## src/hw/rtl/cts_pkg.sv

```systemverilog
// Shared types, constants and character helpers for the charset scanner.
`timescale 1ns / 1ps

package cts_pkg;

    localparam int OFFSET_BITS_DEF = 16;
    localparam int OUT_BITS        = 16;
    localparam int BYTE_BITS       = 8;
    localparam int MATCH_LEN       = 6;
    localparam int MATCH_IDX_BITS  = $clog2(MATCH_LEN);

    localparam logic [BYTE_BITS-1:0] CH_NUL  = 8'h00;
    localparam logic [BYTE_BITS-1:0] CH_C    = 8'h63;
    localparam logic [BYTE_BITS-1:0] CH_EQ   = 8'h3D;
    localparam logic [BYTE_BITS-1:0] CH_SEMI = 8'h3B;
    localparam logic [BYTE_BITS-1:0] CH_DQ   = 8'h22;
    localparam logic [BYTE_BITS-1:0] CH_SQ   = 8'h27;

    typedef enum logic [7:0] {
        PH_SEARCH   = 8'b0000_0001,
        PH_MATCH    = 8'b0000_0010,
        PH_PRE_EQ   = 8'b0000_0100,
        PH_POST_EQ  = 8'b0000_1000,
        PH_Q_LEAD   = 8'b0001_0000,
        PH_Q_BODY   = 8'b0010_0000,
        PH_UNQUOTED = 8'b0100_0000,
        PH_DONE     = 8'b1000_0000
    } t_phase;

    typedef struct packed {
        logic                found;
        logic [OUT_BITS-1:0] value_start;
        logic [OUT_BITS-1:0] value_end;
        logic [OUT_BITS-1:0] total_length;
        logic                length_overflow;
    } t_result;

    // Letters that follow the leading c of "charset".
    function automatic logic [BYTE_BITS-1:0] word_tail(input logic [MATCH_IDX_BITS-1:0] idx);
        logic [BYTE_BITS-1:0] ch;
        case (idx)
            3'd0:    ch = 8'h68;
            3'd1:    ch = 8'h61;
            3'd2:    ch = 8'h72;
            3'd3:    ch = 8'h73;
            3'd4:    ch = 8'h65;
            3'd5:    ch = 8'h74;
            default: ch = CH_NUL;
        endcase
        return ch;
    endfunction

    function automatic logic is_ws(input logic [BYTE_BITS-1:0] b);
        return (b == 8'h20) || (b == 8'h09) || (b == 8'h0A) || (b == 8'h0C) || (b == 8'h0D);
    endfunction

    // ASCII upper case to lower case, everything else unchanged.
    function automatic logic [BYTE_BITS-1:0] fold(input logic [BYTE_BITS-1:0] b);
        return ((b >= 8'h41) && (b <= 8'h5A)) ? (b + 8'h20) : b;
    endfunction

endpackage

```

## src/hw/rtl/cts_ifs.sv

```systemverilog
// Valid/ready channel interfaces for the input byte stream and the scan result.
`timescale 1ns / 1ps

interface cts_byte_if;
    logic                          valid;
    logic                          ready;
    logic [cts_pkg::BYTE_BITS-1:0] data_byte;

    modport source (output valid, output data_byte, input ready);
    modport sink   (input valid, input data_byte, output ready);
endinterface

interface cts_result_if;
    logic                         valid;
    logic                         ready;
    logic                         found;
    logic [cts_pkg::OUT_BITS-1:0] value_start;
    logic [cts_pkg::OUT_BITS-1:0] value_end;
    logic [cts_pkg::OUT_BITS-1:0] total_length;
    logic                         length_overflow;

    modport source (output valid, output found, output value_start, output value_end,
                    output total_length, output length_overflow, input ready);
    modport sink   (input valid, input found, input value_start, input value_end,
                    input total_length, input length_overflow, output ready);
endinterface

```

## src/hw/rtl/cts_scan_core.sv

```systemverilog
// Scanner state machine: position counter, charset match and value offsets.
`timescale 1ns / 1ps

module cts_scan_core #(
    parameter int OFFSET_BITS = cts_pkg::OFFSET_BITS_DEF
) (
    input  logic                          i_clk,
    input  logic                          i_rst_n,
    input  logic                          i_step,
    input  logic [cts_pkg::BYTE_BITS-1:0] i_data_byte,
    output cts_pkg::t_result              o_result,
    output logic                          o_last
);
    import cts_pkg::*;

    localparam logic [OFFSET_BITS-1:0] POS_LIMIT = '1;

    t_phase                    r_phase, n_phase;
    logic [MATCH_IDX_BITS-1:0] r_match_idx, n_match_idx;
    logic                      r_quote_sq, n_quote_sq;
    logic [OFFSET_BITS-1:0]    r_pos, n_pos;
    logic [OFFSET_BITS-1:0]    r_start, n_start;
    logic [OFFSET_BITS-1:0]    r_end, n_end;
    logic                      r_ovf, n_ovf;

    logic                      w_ws;
    logic                      w_is_c;
    logic                      w_q_hit;
    logic                      w_at_limit;
    logic [OFFSET_BITS-1:0]    w_pos_inc;
    logic                      w_found;
    logic [OFFSET_BITS-1:0]    w_end_sel;
    t_phase                    w_restart;

    function automatic logic [OUT_BITS-1:0] clamp_out(input logic [OFFSET_BITS-1:0] v);
        return ((v >> OUT_BITS) != '0) ? '1 : OUT_BITS'(v);
    endfunction

    assign o_last     = (i_data_byte == CH_NUL);
    assign w_ws       = is_ws(i_data_byte);
    assign w_is_c     = (fold(i_data_byte) == CH_C);
    assign w_q_hit    = (i_data_byte == (r_quote_sq ? CH_SQ : CH_DQ));
    assign w_at_limit = (r_pos == POS_LIMIT);
    assign w_pos_inc  = w_at_limit ? POS_LIMIT : (r_pos + 1'b1);
    assign w_restart  = w_is_c ? PH_MATCH : PH_SEARCH;

    assign w_found   = (r_phase == PH_DONE) || (r_phase == PH_UNQUOTED);
    assign w_end_sel = (r_phase == PH_UNQUOTED) ? r_pos : r_end;

    always_comb begin
        o_result.found           = w_found;
        o_result.value_start     = w_found ? clamp_out(r_start) : '0;
        o_result.value_end       = w_found ? clamp_out(w_end_sel) : '0;
        o_result.total_length    = clamp_out(r_pos);
        o_result.length_overflow = r_ovf || ((r_pos >> OUT_BITS) != '0);
    end

    always_comb begin
        n_phase     = r_phase;
        n_match_idx = r_match_idx;
        n_quote_sq  = r_quote_sq;
        n_start     = r_start;
        n_end       = r_end;
        n_pos       = w_pos_inc;
        n_ovf       = r_ovf | w_at_limit;

        if (o_last) begin
            // End of string: clear for the next one.
            n_phase     = PH_SEARCH;
            n_match_idx = '0;
            n_quote_sq  = 1'b0;
            n_start     = '0;
            n_end       = '0;
            n_pos       = '0;
            n_ovf       = 1'b0;
        end else begin
            unique case (r_phase)
                PH_SEARCH: begin
                    n_phase     = w_restart;
                    n_match_idx = '0;
                end
                PH_MATCH: begin
                    if (fold(i_data_byte) == word_tail(r_match_idx)) begin
                        n_match_idx = r_match_idx + 1'b1;
                        if (r_match_idx == MATCH_IDX_BITS'(MATCH_LEN - 1)) begin
                            n_phase = PH_PRE_EQ;
                        end
                    end else begin
                        n_phase     = w_restart;
                        n_match_idx = '0;
                    end
                end
                PH_PRE_EQ: begin
                    if (!w_ws) begin
                        if (i_data_byte == CH_EQ) begin
                            n_phase = PH_POST_EQ;
                        end else begin
                            n_phase     = w_restart;
                            n_match_idx = '0;
                        end
                    end
                end
                PH_POST_EQ: begin
                    if (!w_ws) begin
                        if ((i_data_byte == CH_DQ) || (i_data_byte == CH_SQ)) begin
                            n_quote_sq = (i_data_byte == CH_SQ);
                            n_phase    = PH_Q_LEAD;
                        end else begin
                            n_start = r_pos;
                            if (i_data_byte == CH_SEMI) begin
                                n_end   = r_pos;
                                n_phase = PH_DONE;
                            end else begin
                                n_phase = PH_UNQUOTED;
                            end
                        end
                    end
                end
                PH_Q_LEAD: begin
                    // First non-blank byte inside the quotes opens the value.
                    if (!w_ws) begin
                        n_start = r_pos;
                        if (w_q_hit) begin
                            n_end   = r_pos;
                            n_phase = PH_DONE;
                        end else begin
                            n_end   = w_pos_inc;
                            n_phase = PH_Q_BODY;
                        end
                    end
                end
                PH_Q_BODY: begin
                    if (w_q_hit) begin
                        n_phase = PH_DONE;
                    end else if (!w_ws) begin
                        n_end = w_pos_inc;
                    end
                end
                PH_UNQUOTED: begin
                    if (w_ws || (i_data_byte == CH_SEMI)) begin
                        n_end   = r_pos;
                        n_phase = PH_DONE;
                    end
                end
                default: begin
                    n_phase = PH_DONE;
                end
            endcase
        end
    end

    always_ff @(posedge i_clk) begin
        if (!i_rst_n) begin
            r_phase     <= PH_SEARCH;
            r_match_idx <= '0;
            r_quote_sq  <= 1'b0;
            r_pos       <= '0;
            r_start     <= '0;
            r_end       <= '0;
            r_ovf       <= 1'b0;
        end else if (i_step) begin
            r_phase     <= n_phase;
            r_match_idx <= n_match_idx;
            r_quote_sq  <= n_quote_sq;
            r_pos       <= n_pos;
            r_start     <= n_start;
            r_end       <= n_end;
            r_ovf       <= n_ovf;
        end
    end

endmodule

```

## src/hw/rtl/content_type_charset_scanner.sv

```systemverilog
// A byte is registered at acceptance and scanned when it leaves the input register; the result
// for a zero byte is loaded into the result register when the core scans it.
// Throughput: one byte per cycle, but
// a terminator waits in the input register only while an earlier result is not taken.
// Reset: synchronous, active low; clears the scanner state and both channel valids.
// Top level: input register, scan core, result register.
`timescale 1ns / 1ps

module content_type_charset_scanner #(
    parameter int OFFSET_BITS = cts_pkg::OFFSET_BITS_DEF
) (
    input  logic                i_clk,
    input  logic                i_rst_n,
    cts_byte_if.sink            i_byte,
    cts_result_if.source        o_result
);
    import cts_pkg::*;

    logic                 r_in_vld;
    logic [BYTE_BITS-1:0] r_in_byte;
    logic                 r_out_vld;
    t_result              r_out;

    t_result              w_result;
    logic                 w_last;
    logic                 w_out_free;
    logic                 w_advance;

    assign w_out_free = !r_out_vld || o_result.ready;
    // Hold a terminator until the result register can take its item.
    assign w_advance  = r_in_vld && (!w_last || w_out_free);
    assign i_byte.ready = !r_in_vld || w_advance;

    cts_scan_core #(
        .OFFSET_BITS(OFFSET_BITS)
    ) u_core (
        .i_clk       (i_clk),
        .i_rst_n     (i_rst_n),
        .i_step      (w_advance),
        .i_data_byte (r_in_byte),
        .o_result    (w_result),
        .o_last      (w_last)
    );

    always_ff @(posedge i_clk) begin
        if (!i_rst_n) begin
            r_in_vld <= 1'b0;
        end else if (i_byte.valid && i_byte.ready) begin
            r_in_vld <= 1'b1;
        end else if (w_advance) begin
            r_in_vld <= 1'b0;
        end
    end

    always_ff @(posedge i_clk) begin
        if (i_byte.valid && i_byte.ready) begin
            r_in_byte <= i_byte.data_byte;
        end
    end

    always_ff @(posedge i_clk) begin
        if (!i_rst_n) begin
            r_out_vld <= 1'b0;
        end else if (w_advance && w_last) begin
            r_out_vld <= 1'b1;
        end else if (o_result.ready) begin
            r_out_vld <= 1'b0;
        end
    end

    always_ff @(posedge i_clk) begin
        if (w_advance && w_last) begin
            r_out <= w_result;
        end
    end

    assign o_result.valid           = r_out_vld;
    assign o_result.found           = r_out.found;
    assign o_result.value_start     = r_out.value_start;
    assign o_result.value_end       = r_out.value_end;
    assign o_result.total_length    = r_out.total_length;
    assign o_result.length_overflow = r_out.length_overflow;

endmodule

```

## src/flat_wrapper.sv

```systemverilog
// flat-port wrapper written by rule: the top's interface ports become plain ports
module content_type_charset_scanner_flat import cts_pkg::*;
#(
    parameter int OFFSET_BITS = cts_pkg::OFFSET_BITS_DEF
)
  (i_clk, i_rst_n, i_byte_valid, i_byte_data_byte, i_byte_ready, o_result_valid, o_result_found, o_result_value_start, o_result_value_end, o_result_total_length, o_result_length_overflow, o_result_ready);
  cts_byte_if i_byte_i ();
  cts_result_if o_result_i ();
  input  logic i_clk;
  input  logic i_rst_n;
  input wire logic [$bits(i_byte_i.valid)-1:0] i_byte_valid;
  input wire logic [$bits(i_byte_i.data_byte)-1:0] i_byte_data_byte;
  output wire logic [$bits(i_byte_i.ready)-1:0] i_byte_ready;
  output wire logic [$bits(o_result_i.valid)-1:0] o_result_valid;
  output wire logic [$bits(o_result_i.found)-1:0] o_result_found;
  output wire logic [$bits(o_result_i.value_start)-1:0] o_result_value_start;
  output wire logic [$bits(o_result_i.value_end)-1:0] o_result_value_end;
  output wire logic [$bits(o_result_i.total_length)-1:0] o_result_total_length;
  output wire logic [$bits(o_result_i.length_overflow)-1:0] o_result_length_overflow;
  input wire logic [$bits(o_result_i.ready)-1:0] o_result_ready;
  assign i_byte_i.valid = i_byte_valid;
  assign i_byte_i.data_byte = i_byte_data_byte;
  assign i_byte_ready = i_byte_i.ready;
  assign o_result_valid = o_result_i.valid;
  assign o_result_found = o_result_i.found;
  assign o_result_value_start = o_result_i.value_start;
  assign o_result_value_end = o_result_i.value_end;
  assign o_result_total_length = o_result_i.total_length;
  assign o_result_length_overflow = o_result_i.length_overflow;
  assign o_result_i.ready = o_result_ready;
  content_type_charset_scanner #(.OFFSET_BITS(OFFSET_BITS)) u_core (.i_clk(i_clk), .i_rst_n(i_rst_n), .i_byte(i_byte_i), .o_result(o_result_i));
endmodule
```

## config.mk

```make
export PLATFORM = sky130hd
export DESIGN_NAME = content_type_charset_scanner_flat
export DESIGN_NICKNAME = d
export VERILOG_FILES = /design/src/hw/rtl/cts_pkg.sv /design/src/hw/rtl/cts_ifs.sv /design/src/hw/rtl/cts_scan_core.sv /design/src/hw/rtl/content_type_charset_scanner.sv /design/src/flat_wrapper.sv
export SDC_FILE = /design/constraint.sdc
export NUM_CORES = 1
export LEC_CHECK = 0
export ABC_AREA = 1
export BUFFER_PORTS_ARGS = -buffer_cell sky130_fd_sc_hd__buf_2
export CAP_MARGIN = 15
export CORE_MARGIN = 1
export CORE_UTILIZATION = 45
export CTS_CLUSTER_DIAMETER = 30
export CTS_CLUSTER_SIZE = 28
export DETAILED_ROUTE_END_ITERATION = 8
export GPL_ROUTABILITY_DRIVEN = 1
export PLACE_DENSITY = 0.75
export SLEW_MARGIN = 20
export SYNTH_ARGS = -nofsm -noshare
export SYNTH_HDL_FRONTEND = slang
export SYNTH_HIERARCHICAL = 1
export SYNTH_SLANG_ARGS = --single-unit
```

## constraint.sdc

```tcl
create_clock -name i_clk -period 3.64 [get_ports i_clk]
set_input_delay 0.364 -clock i_clk [delete_from_list [all_inputs] [get_ports i_clk]]
set_output_delay 0.364 -clock i_clk [all_outputs]
set_load 0.005 [all_outputs]
```

After elaboration in Yosys (flattened, before gate mapping) --
Cells that the tools add are included.
Storage, ports and cells: register bits 121, latch bits 0, RAM bits 0, ROM bits 0, output and inout bits 52, word-level logic and storage cells 141, memories kept 0
Operators by class: add/sub/neg operators 3, multipliers 0, divide/modulo/power cells 0, $lt $le $gt $ge 2, eq/ne operators 38, shift-type cells 0, multiplexer cells 51, bitwise operators 1, reduce and logical (&&, ||, !) cells 31
Operator list (number):
- 2-to-1 mux 16 bit | 16
- 2-to-1 mux 8 bit | 14
- one-hot mux 16 bit (4 select lines) | 1
- one-hot mux 8 bit (7 select lines) | 1
- equality test 8 x 6 -> 1 bit (second input constant) | 6
- one-hot mux 7 bit (6 select lines) | 1
- equality test 8 x 4 -> 1 bit (second input constant) | 5
- one-hot mux 16 bit (2 select lines) | 1
- inequality test 3 x 2 -> 1 bit (second input constant) | 9
- adder 16 x 1 -> 16 bit (second input constant) | 1
- equality test 16 bit (second input constant) | 1
- equality test 8 x 7 -> 1 bit (second input constant) | 2
- 2-to-1 mux 3 bit | 5
- logical OR 1 bit | 10
- 2-to-1 mux 1 bit | 9
- one-hot mux 3 bit (3 select lines) | 1
- AND reduction 9 bit | 1
- adder 8 x 6 -> 8 bit (second input constant) | 1
- equality test 8 x 1 -> 1 bit (second input constant) | 1
- equality test 8 x 2 -> 1 bit (second input constant) | 1
- equality test 8 x 3 -> 1 bit (second input constant) | 1
- equality test 8 x 5 -> 1 bit (second input constant) | 1
- equality test 8 x 6 -> 1 bit | 1
- equality test 8 bit | 1
- other kinds (24) | 35

Depth between registers and ports, before layout --
Gate-level depths: netlist (run 1).
word-level depth 9, depth in mapped cells 18, mapped depth without buffers 16

By module --
Netlist (run 1), hierarchy kept.
Modules (own cells, without submodules):
- cts_scan_core | instances 1, cells an instance 728, area each 4312.9 µm², sequential area each 1221.2 µm²
- content_type_charset_scanner | instances 1, cells an instance 77, area each 1863.0 µm², sequential area each 1781.7 µm²

Worst setup path after synthesis (run 1) --
OpenSTA, ideal clock, no wires.
path type reg2reg, from reg u_core.r_in_byte[2], to reg u_core.r_out (netlist bit u_core/o_result.found), enable pin, setup time 0.404 ns, data arrival time 2.161 ns, path slack 1.075 ns, stages on the path, launching flop included 9, path buffers 1, cell sequence edfxtp_1 -> nor2_2 -> nand2_1 -> inv_2 -> nand2_2 -> inv_2 -> buf_4 -> nand3_1 -> inv_1
Between the ends: word-level cells in the longest chain between the ends 5
RTL lines:
- from (decl) | line content_type_charset_scanner.sv:20 | logic [BYTE_BITS-1:0] r_in_byte;
- from (signal assigned) | line content_type_charset_scanner.sv:57 | r_in_byte <= i_byte.data_byte;
- zero test 8 bit * | line cts_scan_core.sv:39 | assign o_last = (i_data_byte == CH_NUL);
- named net u_core.w_last | line content_type_charset_scanner.sv:25 | logic w_last;
- zero test 1 bit | line content_type_charset_scanner.sv:31 | assign w_advance = r_in_vld && (!w_last || w_out_free);
- logical OR 1 bit | line content_type_charset_scanner.sv:31
- logical AND 1 bit | line content_type_charset_scanner.sv:31
- logical AND 1 bit * | line content_type_charset_scanner.sv:72 | if (w_advance && w_last) begin
- to (signal assigned) | line content_type_charset_scanner.sv:73 | r_out <= w_result;
- to (decl) | line content_type_charset_scanner.sv:22 | t_result r_out;
The timed path passes the listed nets; every way through them passes the cells marked *. A chain may end at the register's enable or synchronous reset.

Worst setup path after layout (run 1) --
from reg u_core.r_in_byte[2], to reg u_core.u_core.r_start[5]
Between the ends: elaborated cells between the ends (all ways) 22, those cells by class eq/ne (10); mux (1); reduce/logical (11)
RTL lines:
- zero test 8 bit | line cts_scan_core.sv:39
- named net u_core.w_last | line content_type_charset_scanner.sv:25
- zero test 1 bit | line content_type_charset_scanner.sv:31
- logical OR 1 bit | line content_type_charset_scanner.sv:31
- logical AND 1 bit | line content_type_charset_scanner.sv:31
- named net u_core.w_advance | line content_type_charset_scanner.sv:27 | logic w_advance;
- AND reduction 5 bit (no source line)
- to (signal assigned) | line cts_scan_core.sv:166 | r_start <= n_start;
- to (decl) | line cts_scan_core.sv:22 | logic [OFFSET_BITS-1:0] r_start, n_start;
The timed path passes the listed nets, and every way through them passes these cells.

==> results.tsv, run 1 <==
stage	metric	value	unit
sta	Tcrit/Tclk final	0.736	
floorplanning	die width	119	um
sta	Slew @ Worst Pin	0.728	ns
place	DP Wirelength	9590	um
yosys	Adder-Cell Fraction of Synth Area	0.0142	
clock_network	CTS Buf Count	17	
yosys	ranking of synthesized cells by area	edfxtp_1, dfxtp_1, nand2_1, nor2_1, inv_1	
yosys	Ys Warns	6	
yosys	largest family of logic cells by synthesized area	simple AND/OR/NAND/NOR gates	
final_layout	share of layout cells above drive strength 1	0.157	
drt	Vias/cell	5.09	
sta	Max Transition Viols Final	0	
floorplanning	Die Ht	119	um
floorplanning	Core Area	0.0133	sq mm
floorplanning	initial core utilization	0.465	
drt	drt total wl	14100	um
drt	vias post-DR	5329	
grt	vias in the first global route	4932	
setup_path	Worst setup SP type	flop	
drt	post-route ant nets	0	
yosys	Yosys reg bits	121	
floorplanning	I/O pin cnt	64	
floorplanning	DIE AREA	0.0142	sq mm
yosys	share of the synthesized area in the top cell type	0.282	
final_layout	Layout Nets	876	
yosys	asr flop ratio synth	0	
clock_network	clock sink total	121	
setup_path	crit end category	flop	
yosys	Synth cell types	38	
grt	GRT Util Overall	0.212	
sta	clk_skew	0.00595	ns
yosys	number of synthesized flops with an enable pin	58	
sta	Final WS setup	0.962	ns
yosys	Synth area leader	edfxtp_1	
worst_hold_path	HP Class	primary input to flop	
yosys	Synth Area in Compound Gates	0.0968	
final_layout	P&R area growth vs syn	14.5	%
sta	RSZ-0062 raised after global routing	false	
drt	1st-pass router iterations	5	
setup_path	WP data arrival	2.98	ns
yosys	ys flop type	dfxtp_1	
clock_network	Resized Gates After CTS	0	
clock_network	Clk Latency, worst-skew pair	0.41	ns
place	Post-Place Cells	1014	
clock_network	CTS clk-pin slew, worst paths	0.05	ns
final_layout	Antenna Cells	0	
clock_network	Max Buffers Root-to-Sink	2	
sta	Final Hold Vio Count	0	
yosys	Synth Area in XOR/XNOR	0.00709	
sta	Final setup viols	0	
sta	Rel. slew slack	0.514	
power	Max VDD drop	463	uV
floorplanning	row cnt	42	
sta	fmax	373	MHz
yosys	mux cell area share after synthesis	0	
sta	Hold Slack	0.127	ns
place	post-place setup slack	1.00	ns
worst_hold_path	Hold Path Origin	i_byte_data_byte[7]	
clock_network	CTS tree	done	
yosys	register area share after synthesis	0.486	
grt	gr ovfl total	0	
yosys	simple-gate share of the synthesized area	0.290	
clock_network	Post-CTS Setup Bufs	0	
setup_path	Data required, critical path	3.94	ns
drt	drt initial violations	562	
yosys	Gate Count Post-Synth	805	
job	maxcap violations	0	
clock_network	H-tree depth	4	
final_layout	Final Non-Filler Cells	1046	
setup_path	worst setup path startpoint	u_core/r_in_byte[2]	
yosys	Netlist Area Pre-Place	0.00618	sq mm
clock_network	CTS root buffer	clkbuf_16	
setup_path	crit-path max FO	20	
place	GPL Wtd Cong	0.889	
grt	global-route wire length before repair	23800	um
sta	setup TNS	0	ns
sta	minimum clock period after layout	2.68	ns
drt	wire per inst	13.5	um
power	Power Density	446	mW/mm^2
yosys	Syn Area/Cell	7.67	sq um
clock_network	hold-fix buffer count after cts	0	
setup_path	Crit Path Class	flop to flop	
setup_path	Reg-to-Reg Start	u_core/r_in_byte[2]	
outcome	status	finished, final reports clean	
yosys	Mapped Nets	824	
place	port bufs	63	
grt	initial antenna violation count	0	
drt	DRC	0	
grt	largest net degree at the start of global routing	45	
power	Leak	0.00313	uW
## registers in the layout, indices dropped and copies added, names as in the netlist
name / count
u_core/u_core/r_ovf: 1
u_core/r_in_byte: 8
u_core/o_result.valid: 1
u_core/r_in_vld: 1
u_core/u_core/r_phase: 8
u_core/o_result.value_start: 16
u_core/u_core/r_pos: 16
u_core/o_result.length_overflow: 1
u_core/o_result.total_length: 16
u_core/o_result.value_end: 16
u_core/u_core/r_start: 16
u_core/u_core/r_quote_sq: 1
u_core/u_core/r_match_idx: 3
u_core/o_result.found: 1
u_core/u_core/r_end: 16
## critical path: stages (launching register included)
cell and delay [ns]:
edfxtp_1 0.48, nor2_2 0.21, nand2_1 0.08, inv_2 0.06, nand2_2 0.06, inv_2 0.05
inv_1 0.04, o21ai_0 0.15, inv_1 0.09, inv_1 0.09, buf_4 0.25, nor2_1 0.09
inv_1 0.09, o31ai_1 0.07, nand2_1 0.06, buf_4 0.20, inv_1 0.20, o21ai_0 0.22
nor2_1 0.07
## layout make-up
| class | instances | area, sq um |
|---|---|---|
| fill | 1231 | 6230 |
| sequential | 121 | 3000 |
| multi-input combinational | 537 | 2520 |
| clock buffer | 24 | 462 |
| inverter | 108 | 405 |
| timing repair buffer | 72 | 383 |
| tap | 176 | 220 |
| clock inverter | 8 | 75.1 |
## cell families (layout without fill, tap and decap cells)
group / after synthesis / in the layout
buf+inv: 147 / 212
flops: 121 / 121
simple gates: 410 / 410
xor+xnor: 5 / 5
fa+ha+maj: 7 / 7
compound gates: 115 / 115
## worst paths after layout
check	endpoint	slack (ns)	cells after the start
min	u_core/r_in_byte[7]	0.13	1
max reg2reg	u_core/u_core/r_start[5]	0.96	18
min reg2reg	u_core/o_result.length_overflow	0.45	0
max	u_core/u_core/r_start[5]	0.96	18
## placed cells by master, fill, tap and decap left out, drive strengths merged
cell type    n
bufinv       1
nand3       65
and3         1
nand3b       3
ha           7
o21ai       48
or2          1
nor4         2
nor3        12
edfxtp      58
a21oi       64
o31ai        1
dfxtp       63
xnor2        1
o211ai       1
clkinvlp     1
nand4       15
xor2         4
buf         72
inv        108
a21boi       1
nand2      192
clkinv       6
clkbuf      24
nor2       119
## routing by layer
metal,up-vias,global-route usage,wire [um]
met5,-,0,0
met4,0,0.0665,170
met3,20,0.0522,882
met2,182,0.344,6590
met1,2432,0.278,6490
li1,2695,-,-
## metrics by stage
stage,instance area [sq um],total power (uW),utilization
after floorplan,6180,1610,-
after global placement,6530,1650,0.491
after detailed placement,6530,1650,0.491
after CTS,7070,3170,0.532
after global routing,7070,3270,0.532
final,7070,3150,0.532
## synth_stat cells, types with 9 or more instances
cell type  count
a21oi_1       62
nand3_1       60
nand4_1       13
clkbuf_1      12
inv_2          9
inv_1         99
edfxtp_1      58
o21ai_0       43
buf_2          9
dfxtp_1       63
nor2_1       112
nand2_1      186
## where the power goes
group	total (uW)	switching (uW)	internal, uW
clock	1530	576	952
combinational	166	114	52.0
sequential	1460	20.0	1440
(Power assumes the default switching activity.)
==> inputs of run 2 (changes only) <==
--- a/config.mk
+++ b/config.mk
@@ -5,7 +5,7 @@
 export SDC_FILE = /design/constraint.sdc
 export NUM_CORES = 1
 export LEC_CHECK = 0
-export ABC_AREA = 1
+export ABC_AREA = 0
 export BUFFER_PORTS_ARGS = -buffer_cell sky130_fd_sc_hd__buf_2
 export CAP_MARGIN = 15
 export CORE_MARGIN = 1
@@ -14,7 +14,7 @@
 export CTS_CLUSTER_SIZE = 28
 export DETAILED_ROUTE_END_ITERATION = 8
 export GPL_ROUTABILITY_DRIVEN = 1
-export PLACE_DENSITY = 0.75
+export PLACE_DENSITY = 0.77
 export SLEW_MARGIN = 20
 export SYNTH_ARGS = -nofsm -noshare
 export SYNTH_HDL_FRONTEND = slang
==> constraint.sdc (replaced) <==
create_clock -name i_clk -period 2.3 [get_ports i_clk]
set_input_delay 0.23 -clock i_clk [delete_from_list [all_inputs] [get_ports i_clk]]
set_output_delay 0.23 -clock i_clk [all_outputs]
set_load 0.005 [all_outputs]
==> results.tsv, run 2 <==
stage	metric	value	unit
final_layout	final core occ	0.696	
final_layout	share of layout cells above drive strength 1	0.421	
yosys	ranking of synthesized cells by area	edfxtp_1, dfxtp_1, a21oi_1, nand3_1, nand2_1	
setup_path	flop2flop setup slack	-0.20	ns
power	Power Density	612	mW/mm^2
clock_network	H-tree depth	4	
yosys	ys flop type	dfxtp_1	
sta	clk_skew	0.00789	ns
clock_network	Clk Latency, worst-skew pair	0.42	ns
grt	initial antenna violation count	0	
power	Clk pwr share	0.513	
outcome	status	finished with violations	
clock_network	Max Buffers Root-to-Sink	2	
drt	DRC	0	
yosys	register area share after synthesis	0.510	
sta	Rel. slew slack	0.355	
yosys	number of synthesized flops with an enable pin	58	
yosys	Ys Warns	6	
setup_path	CP cell instances	or4_4 > or3_4 > clkinv_4 > buf_12 > a21boi_4 > buf_12 > a21oi_4 > clkbuf_16 > o2bb2ai_2	
sta	Final Hold Vio Count	0	
setup_path	Crit-path slowest cell	or4_4	
job	maxcap violations	0	
setup_path	Crit Path Class	flop to flop	
floorplanning	DIE AREA	0.0136	sq mm
final_layout	Final Non-Filler Cells	942	
yosys	share of the synthesized area in the top cell type	0.296	
power	Total Power	5400	uW
yosys	Synth cell types	71	
place	Post-Place Cells	867	
setup_path	crit-path max FO	23	
grt	largest net degree at the start of global routing	30	
sta	Final WS setup	-0.200	ns
final_layout	Antenna Cells	0	
place	area post-placement	0.00697	sq mm
sta	minimum clock period after layout	2.50	ns
floorplanning	Die Ht	116	um
clock_network	CTS tree	done	
power	combinational share of power	0.066	
sta	Slew @ Worst Pin	0.966	ns
yosys	synth cell count leaders	dfxtp_1, edfxtp_1, a21oi_1, nand2_1, nor2_1	
sta	Tcrit/Tclk final	1.09	
yosys	Gate Count Post-Synth	593	
setup_path	Reg-to-Reg Start	u_core/r_in_byte[1]	
power	Flop pwr share	0.421	
setup_path	most used cell along the critical path	buf_12	
setup_path	worst setup path end	u_core/u_core/r_end[11]	
yosys	Netlist Area Pre-Place	0.00589	sq mm
final_layout	Finished Cell Area	0.00882	sq mm
power	Switching Fraction	0.214	
clock_network	CTS clk-pin slew, worst paths	0.06	ns
setup_path	Worst R2R Path Depth	9	
grt	gr ovfl total	0	
grt	global-route wire length before repair	25100	um
drt	drt initial violations	406	
yosys	largest family of logic cells by synthesized area	simple AND/OR/NAND/NOR gates	
yosys	Mapped Nets	612	
drt	Vias/cell	5.82	
sta	fmax	400	MHz
clock_network	CTS root buffer	clkbuf_16	
drt	post-route ant nets	0	
setup_path	crit end category	flop	
power	Leak	0.00340	uW
grt	GRT Util Overall	0.244	
drt	1st-pass router iterations	5	
setup_path	CP max stage delay	0.53	ns
drt	wire per inst	18.5	um
place	post-place setup slack	-0.246	ns
yosys	most frequent cell after synthesis	dfxtp_1	
yosys	mux cell area share after synthesis	0.0361	
floorplanning	I/O pin cnt	64	
yosys	Adder-Cell Fraction of Synth Area	0.0149	
yosys	Synth area leader	edfxtp_1	
yosys	Yosys reg bits	121	
place	GPL Wtd Cong	0.877	
clock_network	CTS Buf Count	17	
power	sw power	1150	uW
sta	RSZ-0062 raised after global routing	true	
floorplanning	die width	116	um
place	DP Wirelength	10300	um
final_layout	Layout Nets	776	
outcome	failing checks	negative setup slack	
setup_path	worst setup path startpoint	u_core/r_in_byte[1]	
floorplanning	initial core utilization	0.465	
power	Max VDD drop	348	uV
sta	Max Transition Viols Final	0	
worst_hold_path	HP Class	primary input to flop	
floorplanning	Core Area	0.0127	sq mm
final_layout	P&R area growth vs syn	49.8	%
floorplanning	row cnt	41	
setup_path	Data required, critical path	2.65	ns
drt	drt total wl	17500	um
setup_path	WP data arrival	2.85	ns
grt	vias in the first global route	5117	
clock_network	clock sink total	121	
setup_path	Worst setup SP type	flop	
yosys	Synth Area in Compound Gates	0.185	
yosys	Syn Area/Cell	9.93	sq um
drt	vias post-DR	5479	
final_layout	commonest non-fill, non-tap cell in the layout	buf_4	
place	port bufs	63	
yosys	simple-gate share of the synthesized area	0.200	
sta	Final setup viols	96	
setup_path	worst r2r dst	u_core/u_core/r_end[11]	
final_layout	commonest cells after routing, fill and taps aside	buf_4, buf_2, dfxtp_1	
yosys	Synth Area in XOR/XNOR	0.00595	
power	internal power	4250	uW
yosys	asr flop ratio synth	0	
[run 2: power groups by stage]
stage | logic, uW | clock network (uW) | registers [uW]
3_3_place_gp | 238 | 0 | 2320
3_5_place_dp | 243 | 0 | 2320
2_1_floorplan | 157 | 0 | 2320
5_1_grt | 375 | 2890 | 2280
6_report | 355 | 2770 | 2270
4_1_cts | 284 | 2790 | 2270
[run 2: timing repair]
item	4_1_cts	5_1_grt
cloned	3	9
pin swaps	23	66
hold buffers	8	0
endpoints found under the setup margin	104	120
gates resized for setup	38	111
endpoints found under the hold margin	8	0
setup buffers	13	16
[run 2: kinds of logic (layout without fill, tap and decap cells)]
kind of cell             after synthesis  count (layout)
multiplexers                          20              20
adder cells (fa/ha/maj)                7               7
XOR/XNOR                               4               4
flip-flops                           121             121
AND/OR/NAND/NOR                      220             220
buffers and inverters                 58             235
AO/OA/AOI/OAI                        163             163
[run 2: worst min path at each step]
stage / depth (start not counted) / startpoint / slack [ns] / endpoint
floorplan: 0 / i_byte_data_byte[0] / 0.33 / u_core/r_in_byte[0]
global placement: 1 / i_byte_data_byte[5] / 0.41 / u_core/r_in_byte[5]
detailed placement: 1 / i_byte_data_byte[7] / 0.41 / u_core/r_in_byte[7]
CTS: 3 / i_byte_valid / 0.05 / u_core/r_in_vld
global route: 3 / i_byte_valid / 0.05 / u_core/r_in_vld
finish: 3 / i_byte_valid / 0.05 / u_core/r_in_vld
[run 2: through the flow]
| stage | TNS (ns) | hold WS, ns |
|---|---|---|
| final | -10.14 | 0.0536 |
| after global routing | -17.07 | 0.0544 |
| after CTS | -6.77 | 0.0456 |
| after detailed placement | -9.33 | 0.408 |
| after global placement | -5.39 | 0.408 |
| after floorplan | -40.49 | 0.329 |
[run 2: metal layers]
metal | global-route usage | up-vias | wire length [um]
li1 | - | 2549 | -
met1 | 0.283 | 2646 | 6980
met2 | 0.436 | 242 | 8920
met3 | 0.0529 | 42 | 1070
met4 | 0.0957 | 0 | 500
met5 | 0 | - | 0
[run 2: cell type report]
cell class | count | area (sq um)
fill | 845 | 3850
multi-input combinational | 414 | 3240
sequential | 121 | 3010
timing repair buffer | 189 | 1670
clock buffer | 19 | 443
tap | 172 | 215
clock inverter | 13 | 175
inverter | 14 | 65.1
[run 2: critical path: cells and delay by family, from the launching register on]
| family | cells | cell delay, ns |
|---|---|---|
| AOI/OAI and AO/OA | 3 | 0.44 |
| buffers and inverters | 4 | 0.62 |
| DFF | 1 | 0.41 |
| and+or+nand+nor | 2 | 0.94 |
